`config.mk`:
```
export PLATFORM = sky130hd
export DESIGN_NAME = pkcs1_v15_padding_checker_top
export DESIGN_NICKNAME = d
export VERILOG_FILES = /design/src/design/pkcsck_pkg.sv /design/src/design/pkcsck_dstore.sv /design/src/design/pkcsck_front.sv /design/src/design/pkcsck_verdict.sv /design/src/design/pkcs1_v15_padding_checker_top.sv
export SDC_FILE = /design/constraint.sdc
export NUM_CORES = 1
export LEC_CHECK = 0
export BUFFER_PORTS_ARGS = -buffer_cell sky130_fd_sc_hd__buf_2
export CAP_MARGIN = 40
export CORE_MARGIN = 2
export CORE_UTILIZATION = 60
export CTS_CLUSTER_SIZE = 24
export DETAILED_ROUTE_END_ITERATION = 6
export PLACE_DENSITY = 0.87
export SYNTH_ARGS = -nofsm -noshare
export SYNTH_HDL_FRONTEND = slang
export SYNTH_SLANG_ARGS = --single-unit
```
`constraint.sdc`:
```
create_clock -name i_clk -period 5.2 [get_ports i_clk]
set_clock_uncertainty 0.2 [all_clocks]
set_input_delay 0.52 -clock i_clk [delete_from_list [all_inputs] [get_ports i_clk]]
set_output_delay 0.52 -clock i_clk [all_outputs]
set_load 0.01 [all_outputs]
```
`src/design/pkcsck_pkg.sv`:
```
// Package for the PKCS#1 v1.5 signature encoding checker.
// Holds beat and control types, register and status codes, and the DigestInfo prefix table.
// No dependencies.
package pkcsck_pkg;

    localparam int MAX_BLOCK_BYTES          = 512;
    localparam int DEFAULT_MAX_DIGEST_BYTES = 48;
    localparam int LEN_W                    = 11;
    localparam int POS_W                    = 10;
    localparam int CFG_W                    = 10;

    localparam logic [LEN_W-1:0] MAX_BLOCK_LEN  = LEN_W'(MAX_BLOCK_BYTES);
    localparam logic [LEN_W-1:0] PREFIX_LEN     = 11'd19;
    localparam logic [LEN_W-1:0] DLEN_SHA256    = 11'd32;
    localparam logic [LEN_W-1:0] DLEN_SHA384    = 11'd48;
    // 00 01, at least eight FF bytes, 00: eleven bytes of framing
    localparam logic [LEN_W-1:0] FRAME_OVERHEAD = 11'd11;

    localparam logic [CFG_W-1:0] BLOCK_BYTES_RESET = 10'd256;

    localparam logic KIND_DIGEST = 1'b0;
    localparam logic KIND_BLOCK  = 1'b1;

    localparam logic [7:0] BYTE_ZERO = 8'h00;
    localparam logic [7:0] BYTE_ONE  = 8'h01;
    localparam logic [7:0] BYTE_PAD  = 8'hFF;

    typedef enum logic [0:0] {
        REG_BLOCK_BYTES = 1'b0,
        REG_DIGEST_KIND = 1'b1
    } t_cfg_reg;

    typedef enum logic [1:0] {
        ST_OK        = 2'd0,
        ST_TOO_SHORT = 2'd1,
        ST_MISMATCH  = 2'd2
    } t_status;

    typedef struct packed {
        logic       kind;
        logic [7:0] data_byte;
    } t_in_beat;

    typedef struct packed {
        logic    matched;
        t_status status;
    } t_out_beat;

    // Control handed from the position/decode stage to the compare stage
    typedef struct packed {
        logic       cmp_en;
        logic       use_store;
        logic [7:0] exp_byte;
        logic [7:0] data_byte;
        logic       last;
        logic       too_short;
    } t_cmp_ctl;

    // DigestInfo prefix byte; the two hashes differ in three places only
    function automatic logic [7:0] prefix_byte(input logic sha384, input logic [4:0] idx);
        logic [7:0] b;
        case (idx)
            5'd0:    b = 8'h30;
            5'd1:    b = sha384 ? 8'h41 : 8'h31;
            5'd2:    b = 8'h30;
            5'd3:    b = 8'h0D;
            5'd4:    b = 8'h06;
            5'd5:    b = 8'h09;
            5'd6:    b = 8'h60;
            5'd7:    b = 8'h86;
            5'd8:    b = 8'h48;
            5'd9:    b = 8'h01;
            5'd10:   b = 8'h65;
            5'd11:   b = 8'h03;
            5'd12:   b = 8'h04;
            5'd13:   b = 8'h02;
            5'd14:   b = sha384 ? 8'h02 : 8'h01;
            5'd15:   b = 8'h05;
            5'd16:   b = 8'h00;
            5'd17:   b = 8'h04;
            5'd18:   b = sha384 ? 8'h30 : 8'h20;
            default: b = 8'h00;
        endcase
        return b;
    endfunction

endpackage

```
`src/design/pkcsck_dstore.sv`:
```
// Digest store: one write port, one read port, registered read data.
// Depends on pkcsck_pkg.
module pkcsck_dstore import pkcsck_pkg::*; #(
    parameter int MAX_DIGEST_BYTES = DEFAULT_MAX_DIGEST_BYTES,
    localparam int AW = $clog2(MAX_DIGEST_BYTES)
) (
    input  logic          i_clk,
    input  logic          i_wr_en,
    input  logic [AW-1:0] i_wr_addr,
    input  logic [7:0]    i_wr_data,
    input  logic          i_rd_en,
    input  logic [AW-1:0] i_rd_addr,
    output logic [7:0]    o_rd_data
);

    logic [7:0] mem [MAX_DIGEST_BYTES];
    logic [7:0] r_rd_data;

    always_ff @(posedge i_clk) begin
        if (i_wr_en) begin
            mem[i_wr_addr] <= i_wr_data;
        end
    end

    // hold read data until the next block byte that needs the store
    always_ff @(posedge i_clk) begin
        if (i_rd_en) begin
            r_rd_data <= mem[i_rd_addr];
        end
    end

    assign o_rd_data = r_rd_data;

endmodule

```
`src/design/pkcsck_front.sv`:
```
// Front stage: config registers, digest load index, block position and expected-byte decode.
// Issues store writes and reads, registers compare control. Depends on pkcsck_pkg.
module pkcsck_front import pkcsck_pkg::*; #(
    parameter int MAX_DIGEST_BYTES = DEFAULT_MAX_DIGEST_BYTES,
    localparam int AW = $clog2(MAX_DIGEST_BYTES),
    localparam int LW = $clog2(MAX_DIGEST_BYTES + 1)
) (
    input  logic             i_clk,
    input  logic             i_rst_n,
    input  logic             i_cfg_we,
    input  logic [0:0]       i_cfg_index,
    input  logic [CFG_W-1:0] i_cfg_wdata,
    input  logic             i_in_valid,
    input  t_in_beat         i_in_beat,
    input  logic             i_adv,
    output logic             o_wr_en,
    output logic [AW-1:0]    o_wr_addr,
    output logic [7:0]       o_wr_data,
    output logic             o_rd_en,
    output logic [AW-1:0]    o_rd_addr,
    output logic             o_s1_valid,
    output t_cmp_ctl         o_s1
);

    localparam logic [LW-1:0]    LOAD_MAX = LW'(MAX_DIGEST_BYTES);
    localparam logic [LEN_W-1:0] STORE_LEN = LEN_W'(MAX_DIGEST_BYTES);

    logic [CFG_W-1:0] r_block_bytes;
    logic             r_digest_kind;
    logic [LW-1:0]    r_load_idx, n_load_idx;
    logic [POS_W-1:0] r_pos, n_pos;
    logic             r_s1_valid;
    t_cmp_ctl         r_s1, n_s1;

    logic             accept, blk_beat, dig_beat;
    logic [LEN_W-1:0] eff_len, dlen, dstart, pstart, sep, pos11, pidx, didx;

    assign accept   = i_in_valid && i_adv;
    assign blk_beat = accept && (i_in_beat.kind == KIND_BLOCK);
    assign dig_beat = accept && (i_in_beat.kind == KIND_DIGEST);

    always_comb begin
        if (r_block_bytes == '0) begin
            eff_len = 11'd1;
        end else if ({1'b0, r_block_bytes} > MAX_BLOCK_LEN) begin
            eff_len = MAX_BLOCK_LEN;
        end else begin
            eff_len = {1'b0, r_block_bytes};
        end
    end

    assign dlen   = r_digest_kind ? DLEN_SHA384 : DLEN_SHA256;
    assign dstart = eff_len - dlen;
    assign pstart = dstart - PREFIX_LEN;
    assign sep    = pstart - 11'd1;
    assign pos11  = {1'b0, r_pos};
    assign pidx   = pos11 - pstart;
    assign didx   = pos11 - dstart;

    always_comb begin
        n_s1           = '0;
        n_s1.data_byte = i_in_beat.data_byte;
        n_s1.too_short = eff_len < (PREFIX_LEN + dlen + FRAME_OVERHEAD);
        n_s1.last      = (pos11 + 11'd1) >= eff_len;
        n_s1.cmp_en    = !n_s1.too_short && (pos11 < eff_len);
        if (pos11 == 11'd0) begin
            n_s1.exp_byte = BYTE_ZERO;
        end else if (pos11 == 11'd1) begin
            n_s1.exp_byte = BYTE_ONE;
        end else if (pos11 < sep) begin
            n_s1.exp_byte = BYTE_PAD;
        end else if (pos11 == sep) begin
            n_s1.exp_byte = BYTE_ZERO;
        end else if (pos11 < dstart) begin
            n_s1.exp_byte = prefix_byte(r_digest_kind, pidx[4:0]);
        end else if (didx < STORE_LEN) begin
            n_s1.use_store = 1'b1;
        end else begin
            // digest positions past the store compare against zero
            n_s1.exp_byte = BYTE_ZERO;
        end
    end

    assign o_wr_en   = dig_beat && (r_load_idx < LOAD_MAX);
    assign o_wr_addr = r_load_idx[AW-1:0];
    assign o_wr_data = i_in_beat.data_byte;
    assign o_rd_en   = blk_beat && n_s1.use_store;
    assign o_rd_addr = didx[AW-1:0];

    always_comb begin
        n_load_idx = r_load_idx;
        n_pos      = r_pos;
        if (blk_beat && n_s1.last) begin
            n_load_idx = '0;
            n_pos      = '0;
        end else if (blk_beat) begin
            n_pos = r_pos + 10'd1;
        end else if (o_wr_en) begin
            n_load_idx = r_load_idx + LW'(1);
        end
    end

    always_ff @(posedge i_clk) begin
        if (!i_rst_n) begin
            r_block_bytes <= BLOCK_BYTES_RESET;
            r_digest_kind <= 1'b0;
        end else if (i_cfg_we) begin
            case (t_cfg_reg'(i_cfg_index))
                REG_BLOCK_BYTES: r_block_bytes <= i_cfg_wdata;
                REG_DIGEST_KIND: r_digest_kind <= i_cfg_wdata[0];
                default: ;
            endcase
        end
    end

    always_ff @(posedge i_clk) begin
        if (!i_rst_n) begin
            r_load_idx <= '0;
            r_pos      <= '0;
            r_s1_valid <= 1'b0;
        end else begin
            r_load_idx <= n_load_idx;
            r_pos      <= n_pos;
            if (i_adv) begin
                r_s1_valid <= blk_beat;
            end
        end
    end

    always_ff @(posedge i_clk) begin
        if (i_adv) begin
            r_s1 <= n_s1;
        end
    end

    assign o_s1_valid = r_s1_valid;
    assign o_s1       = r_s1;

endmodule

```
`src/design/pkcsck_verdict.sv`:
```
// Compare stage: checks each block byte, keeps the sticky mismatch flag, drives the result register.
// Depends on pkcsck_pkg.
module pkcsck_verdict import pkcsck_pkg::*; (
    input  logic       i_clk,
    input  logic       i_rst_n,
    input  logic       i_s1_valid,
    input  t_cmp_ctl   i_s1,
    input  logic [7:0] i_rd_data,
    input  logic       i_out_stall,
    output logic       o_hold,
    output logic       o_out_valid,
    output t_out_beat  o_out_beat
);

    logic       r_mis, n_mis;
    logic       r_out_valid;
    t_out_beat  r_out_beat, result;
    logic [7:0] exp_byte;
    logic       mis_now, mis_all, consume, fire;

    assign exp_byte = i_s1.use_store ? i_rd_data : i_s1.exp_byte;
    assign mis_now  = i_s1.cmp_en && (exp_byte != i_s1.data_byte);
    assign mis_all  = r_mis || mis_now;

    // hold the last byte only when the previous result is still waiting
    assign o_hold  = i_s1_valid && i_s1.last && r_out_valid && i_out_stall;
    assign consume = i_s1_valid && !o_hold;
    assign fire    = consume && i_s1.last;

    always_comb begin
        if (i_s1.too_short) begin
            result = '{matched: 1'b0, status: ST_TOO_SHORT};
        end else if (mis_all) begin
            result = '{matched: 1'b0, status: ST_MISMATCH};
        end else begin
            result = '{matched: 1'b1, status: ST_OK};
        end
    end

    always_comb begin
        n_mis = r_mis;
        if (consume) begin
            n_mis = i_s1.last ? 1'b0 : mis_all;
        end
    end

    always_ff @(posedge i_clk) begin
        if (!i_rst_n) begin
            r_mis       <= 1'b0;
            r_out_valid <= 1'b0;
        end else begin
            r_mis <= n_mis;
            if (fire) begin
                r_out_valid <= 1'b1;
            end else if (!i_out_stall) begin
                r_out_valid <= 1'b0;
            end
        end
    end

    always_ff @(posedge i_clk) begin
        if (fire) begin
            r_out_beat <= result;
        end
    end

    assign o_out_valid = r_out_valid;
    assign o_out_beat  = r_out_beat;

    a_fire_shows: assert property (@(posedge i_clk) disable iff (!i_rst_n)
        fire |=> r_out_valid)
        else $error("result register not loaded after last byte");

    a_drain: assert property (@(posedge i_clk) disable iff (!i_rst_n)
        (r_out_valid && !i_out_stall && !fire) |=> !r_out_valid)
        else $error("taken result shown again");

    a_flag_clear: assert property (@(posedge i_clk) disable iff (!i_rst_n)
        fire |=> !r_mis)
        else $error("mismatch flag leaks into the next block");

    a_match_ok: assert property (@(posedge i_clk) disable iff (!i_rst_n)
        (r_out_valid && r_out_beat.matched) |-> (r_out_beat.status == ST_OK))
        else $error("match reported with a failing status");

endmodule

```
`src/design/pkcs1_v15_padding_checker_top.sv`:
```
// PKCS#1 v1.5 signature encoding checker, top level.
// Depends on pkcsck_pkg, pkcsck_front, pkcsck_dstore and pkcsck_verdict.
//
// Usage:
//  - Input channel (i_in_valid / o_in_stall / i_in_beat): a beat of kind 0 loads
//    the next digest byte into the store; a beat of kind 1 is the next byte of
//    the recovered block, most significant first. Digest bytes go first.
//  - Output channel (o_out_valid / i_out_stall / o_out_beat): one beat per block,
//    after its last byte: matched, and status ok, too short or mismatch.
//  - Config port: block_bytes (index 0) and digest_kind (index 1); write only
//    while no block is in flight.
//  - Throughput: one beat per cycle, digest or block byte, while o_in_stall is
//    low. The block position counter and a registered digest store read feed
//    a single byte compare. Result path: the last byte is registered as
//    compare control, then o_out_valid rises from the result register.
//  - Stall: a waiting result sits in the output register; input keeps flowing
//    until the next last byte reaches the compare stage, which then holds and
//    raises o_in_stall until the waiting beat is taken.
//  - Reset: block_bytes 256, SHA-256, position, load index and mismatch flag
//    cleared. The digest store keeps whatever it holds; no clearing pass, so
//    the block is ready as soon as reset is released.
module pkcs1_v15_padding_checker_top import pkcsck_pkg::*; #(
    parameter int MAX_DIGEST_BYTES = DEFAULT_MAX_DIGEST_BYTES
) (
    input  logic             i_clk,
    input  logic             i_rst_n,
    input  logic             i_cfg_we,
    input  logic [0:0]       i_cfg_index,
    input  logic [CFG_W-1:0] i_cfg_wdata,
    input  logic             i_in_valid,
    output logic             o_in_stall,
    input  t_in_beat         i_in_beat,
    output logic             o_out_valid,
    input  logic             i_out_stall,
    output t_out_beat        o_out_beat
);

    localparam int AW = $clog2(MAX_DIGEST_BYTES);

    logic          hold;
    logic          wr_en, rd_en;
    logic [AW-1:0] wr_addr, rd_addr;
    logic [7:0]    wr_data, rd_data;
    logic          s1_valid;
    t_cmp_ctl      s1;

    // the whole front advances unless the compare stage must hold its last byte
    assign o_in_stall = hold;

    // decode position, load digest, issue store read
    pkcsck_front #(
        .MAX_DIGEST_BYTES(MAX_DIGEST_BYTES)
    ) u_front (
        .i_clk      (i_clk),
        .i_rst_n    (i_rst_n),
        .i_cfg_we   (i_cfg_we),
        .i_cfg_index(i_cfg_index),
        .i_cfg_wdata(i_cfg_wdata),
        .i_in_valid (i_in_valid),
        .i_in_beat  (i_in_beat),
        .i_adv      (!hold),
        .o_wr_en    (wr_en),
        .o_wr_addr  (wr_addr),
        .o_wr_data  (wr_data),
        .o_rd_en    (rd_en),
        .o_rd_addr  (rd_addr),
        .o_s1_valid (s1_valid),
        .o_s1       (s1)
    );

    // digest bytes, read in the cycle before the compare that uses them
    pkcsck_dstore #(
        .MAX_DIGEST_BYTES(MAX_DIGEST_BYTES)
    ) u_dstore (
        .i_clk    (i_clk),
        .i_wr_en  (wr_en),
        .i_wr_addr(wr_addr),
        .i_wr_data(wr_data),
        .i_rd_en  (rd_en),
        .i_rd_addr(rd_addr),
        .o_rd_data(rd_data)
    );

    // compare, accumulate mismatch, report per block
    pkcsck_verdict u_verdict (
        .i_clk      (i_clk),
        .i_rst_n    (i_rst_n),
        .i_s1_valid (s1_valid),
        .i_s1       (s1),
        .i_rd_data  (rd_data),
        .i_out_stall(i_out_stall),
        .o_hold     (hold),
        .o_out_valid(o_out_valid),
        .o_out_beat (o_out_beat)
    );

endmodule

```
==> flow_metrics.tcl <==
set metrics [dict create \
    run_status "completed" \
    vdd_drop_max_v 0.000327 \
    buffers_added_on_ports 29 \
    grt_max_degree 65 \
    ctsHtreeMaxLevel 2 \
    vias 11100 \
    drive_above_1_share 0.195 \
    slew_headroom 0.363 \
    final.fill_count 2027 \
    setup-violations-final 0 \
    clk_pin_slew_ns 0.06 \
    num_io_pins 30 \
    cts_buffers 44 \
    setup_repair_after_global_routing_missed_its_margin "false" \
    timing.critical_path.cells "nor4_1, a31oi_1, nor2_1, buf_4, ha_1, o21bai_1, xnor2_1, nand3_1, nor2_1, o211ai_1, and2_1, ha_1, nand3_1, nor3_1, and2_1, a21oi_2, o2111ai_1, nor3_2" \
    synthSimpleGateAreaFrac 0.0688 \
    slew_viol_final 0 \
    r2r.worst_path.cells 18 \
    fin_area_um2 21800 \
    cp_data_arrival_time_ns 4.69 \
    num_rows 66 \
    min_period_ns 4.71 \
    drt-total-wl_um 43000 \
    grt_pass1_vias 11100 \
    clk_latency_ns 0.57 \
    ys_seq_area_frac 0.665 \
    die_w_um 185 \
    grt_overflow 0 \
    tritoncts "built" \
    synth_mux_area_frac 0.132 \
    design.final.nets 1320 \
    cts.root.buffer_cell "sky130_fd_sc_hd__clkbuf_16" \
    synth_compound_area_frac 0.0586 \
    place_area_um2 20300 \
    post-dp-hpwl_um 26000 \
    critical_path.slowest_cell "sky130_fd_sc_hd__nor3_2" \
    antenna_cells 0 \
    yosys_warnings 0 \
    synthesis.area_um2 19700 \
    clock_path_buffers 3 \
    post_synth_inst_count 1207 \
    critical_path_required_ns 5.18 \
    max_clock_freq_mhz 212 \
    design.core.area_um2 32400 \
    worst-path-max-fanout 8 \
    total_power_uw 8260 \
    area.growth.synth_to_final_pct 10.8 \
    finalCritPeriodShare 0.905 \
    final-hold-violation-count 0 \
    drt_iter0_markers 1200 \
    critical_path.max_stage_delay_ns 0.60 \
    post-route-util 0.673 \
    cts_setup_buffers 0 \
    critical_path.endpoint_type "flop" \
    hold_path.startpoint "i_cfg_wdata[0]" \
    synthFlopType "sky130_fd_sc_hd__edfxtp_1" \
    hold_fix_buffers_at_cts 1 \
    r2r_start "u_front.r_block_bytes[1]" \
    worstMarginPinSlew_ns 0.955 \
    reg2reg_setup_slack_ns 0.49 \
    critical_setup_path_kind "flop to flop" \
    wl_per_cell_um 25.0 \
    post_synth_num_cell_types 80 \
    synth_seq_cells 445 \
    drt_first_pass_iters 7 \
    place_congestion 0.893 \
    maxCapViolations 0 \
    hold-path-endpoint "u_front.r_block_bytes[0]" \
    grt_antenna_before_repair 0 \
    detail_route.vias_per_cell 6.46 \
    track_usage 0.260 \
    pwr_density_cell_nw_per_um2 379 \
    timing.hold.worst.class "input port to flop" \
    reg2reg_to "u_dstore.o_rd_data[7]" \
    synth-edff-count 415 \
    tns_ns 0 \
    min_delay_path_depth 3 \
    synth_xor_xnor_area_share 0.0240 \
    post_cts_resized 0 \
    die_h_um 185 \
    post_synth_fa_ha_maj_area_fraction 0.0343 \
    syn_area_per_cell_um2 16.3 \
    leakage_uw 0.00716 \
    floorplan.die_area_um2 34200 \
    drc 0 \
    cts_num_sinks 445 \
    synth_top_family_by_area "multiplexers" \
    postSynthNetCount 1283 \
    async_flop_share 0 \
    initial_core_util 0.607 \
    ant_nets 0 \
    grt_first_pass_wirelength_um 66300 \
    cp-start-kind "flop" \
]
[kinds of logic after synthesis]
family	count (synthesis)
adder cells (fa/ha/maj)	53
XOR/XNOR	53
AND/OR/NAND/NOR	272
AO/OA/AOI/OAI	163
flip-flops	445
buffers and inverters	83
multiplexers	138
[Yosys cell counts, types with 10 or more instances]
cell type / n / area share
sky130_fd_sc_hd__a211oi_1: 26 / 0.0099
sky130_fd_sc_hd__a21boi_0: 15 / 0.0057
sky130_fd_sc_hd__a21oi_1: 35 / 0.0089
sky130_fd_sc_hd__buf_2: 21 / 0.0053
sky130_fd_sc_hd__clkbuf_1: 31 / 0.0059
sky130_fd_sc_hd__dfxtp_1: 30 / 0.031
sky130_fd_sc_hd__edfxtp_1: 415 / 0.63
sky130_fd_sc_hd__ha_1: 49 / 0.031
sky130_fd_sc_hd__inv_1: 24 / 0.0046
sky130_fd_sc_hd__mux2i_1: 33 / 0.017
sky130_fd_sc_hd__mux4_2: 96 / 0.11
sky130_fd_sc_hd__nand2_1: 60 / 0.011
sky130_fd_sc_hd__nand3_1: 16 / 0.0041
sky130_fd_sc_hd__nor2_1: 98 / 0.019
sky130_fd_sc_hd__nor2b_1: 25 / 0.0080
sky130_fd_sc_hd__nor3_1: 10 / 0.0025
sky130_fd_sc_hd__o211ai_1: 10 / 0.0038
sky130_fd_sc_hd__o21ai_0: 22 / 0.0056
sky130_fd_sc_hd__xnor2_1: 34 / 0.015
sky130_fd_sc_hd__xor2_1: 18 / 0.0080
[layout by cell type (no fill, tap or decap), drive strengths merged, types with 5 or more instances in the layout]
master / n
a211oi: 28
a21boi: 16
a21oi: 38
a31oi: 5
and2: 5
and3: 7
buf: 48
clkbuf: 57
clkinv: 16
dfxtp: 30
edfxtp: 415
ha: 49
inv: 27
mux2: 9
mux2i: 33
mux4: 96
nand2: 62
nand2b: 7
nand3: 17
nand4: 5
nor2: 99
nor2b: 25
nor3: 12
o211ai: 10
o21a: 9
o21ai: 28
o31ai: 6
or3: 8
or4: 6
xnor2: 35
xor2: 18
[registers in the layout (all words and copies together), names as in the netlist]
signal	flops
u_dstore.mem	384
u_dstore.o_rd_data	8
u_front.o_s1	20
u_front.o_s1_valid	1
u_front.o_wr_addr	6
u_front.r_block_bytes	10
u_front.r_digest_kind	1
u_front.r_pos	10
u_verdict.o_out_beat	3
u_verdict.o_out_valid	1
u_verdict.r_mis	1
[metrics by stage]
| stage | std cells | hold slack (ns) | setup slack [ns] |
|---|---|---|---|
| detailed placement | 1637 | 0.270 | 0.532 |
| finish | 1720 | 0.0332 | 0.492 |
| floorplan | 1207 | 0.251 | 0.988 |
| global placement | 1636 | 0.256 | 0.646 |
| global route | 1720 | 0.0367 | 0.0740 |
| CTS | 1718 | 0.0171 | 0.491 |
[worst max path at each step]
| stage | cells past startpoint | start | slack [ns] | endpoint |
|---|---|---|---|---|
| 2_1_floorplan | 17 | u_front.r_block_bytes[1] | 0.99 | u_dstore.o_rd_data[0] |
| 3_3_place_gp | 18 | u_front.r_block_bytes[1] | 0.65 | u_dstore.o_rd_data[3] |
| 3_5_place_dp | 18 | u_front.r_block_bytes[1] | 0.53 | u_dstore.o_rd_data[6] |
| 4_1_cts | 18 | u_front.r_block_bytes[1] | 0.49 | u_dstore.o_rd_data[6] |
| 5_1_grt | 18 | u_front.r_block_bytes[1] | 0.07 | u_dstore.o_rd_data[7] |
| 6_report | 18 | u_front.r_block_bytes[1] | 0.49 | u_dstore.o_rd_data[7] |
[critical path, delay by kind of cell (launching register included)]
family	cells	cell delay (ns)
flip-flops	1	0.36
XOR/XNOR	1	0.21
buffers and inverters	1	0.18
AND/OR/NAND/NOR	9	1.91
adder cells (fa/ha/maj)	2	0.59
AO/OA/AOI/OAI	5	0.87
[metal layers]
layer | part of all wire | routed length, µm | up-vias | global-route usage
li1 | - | - | 4813 | -
met1 | 0.39 | 16900 | 5572 | 0.355
met2 | 0.50 | 21400 | 614 | 0.426
met3 | 0.076 | 3250 | 107 | 0.0458
met4 | 0.035 | 1510 | 0 | 0.0933
met5 | 0 | 0 | - | 0
[final cells by class]
type                    instances  area, µm²  area share
multi-input cells             679       6290       0.289
repair buffers                 49        373      0.0171
clock inverters                23        215     0.00988
flip-flops and latches        445      13100       0.600
clock buffers                  57       1190      0.0546
inverters                      25       93.8     0.00431
well taps                     442        553      0.0254
[report_power, final]
group	internal (µW)	switching, µW	leakage [µW]
combinational	514	688	0.00247
clock	1730	1350	0.000677
sequential	3950	20.6	0.00402
total	6200	2060	0.00716
Note: power is estimated with default switching activity, not from simulation.
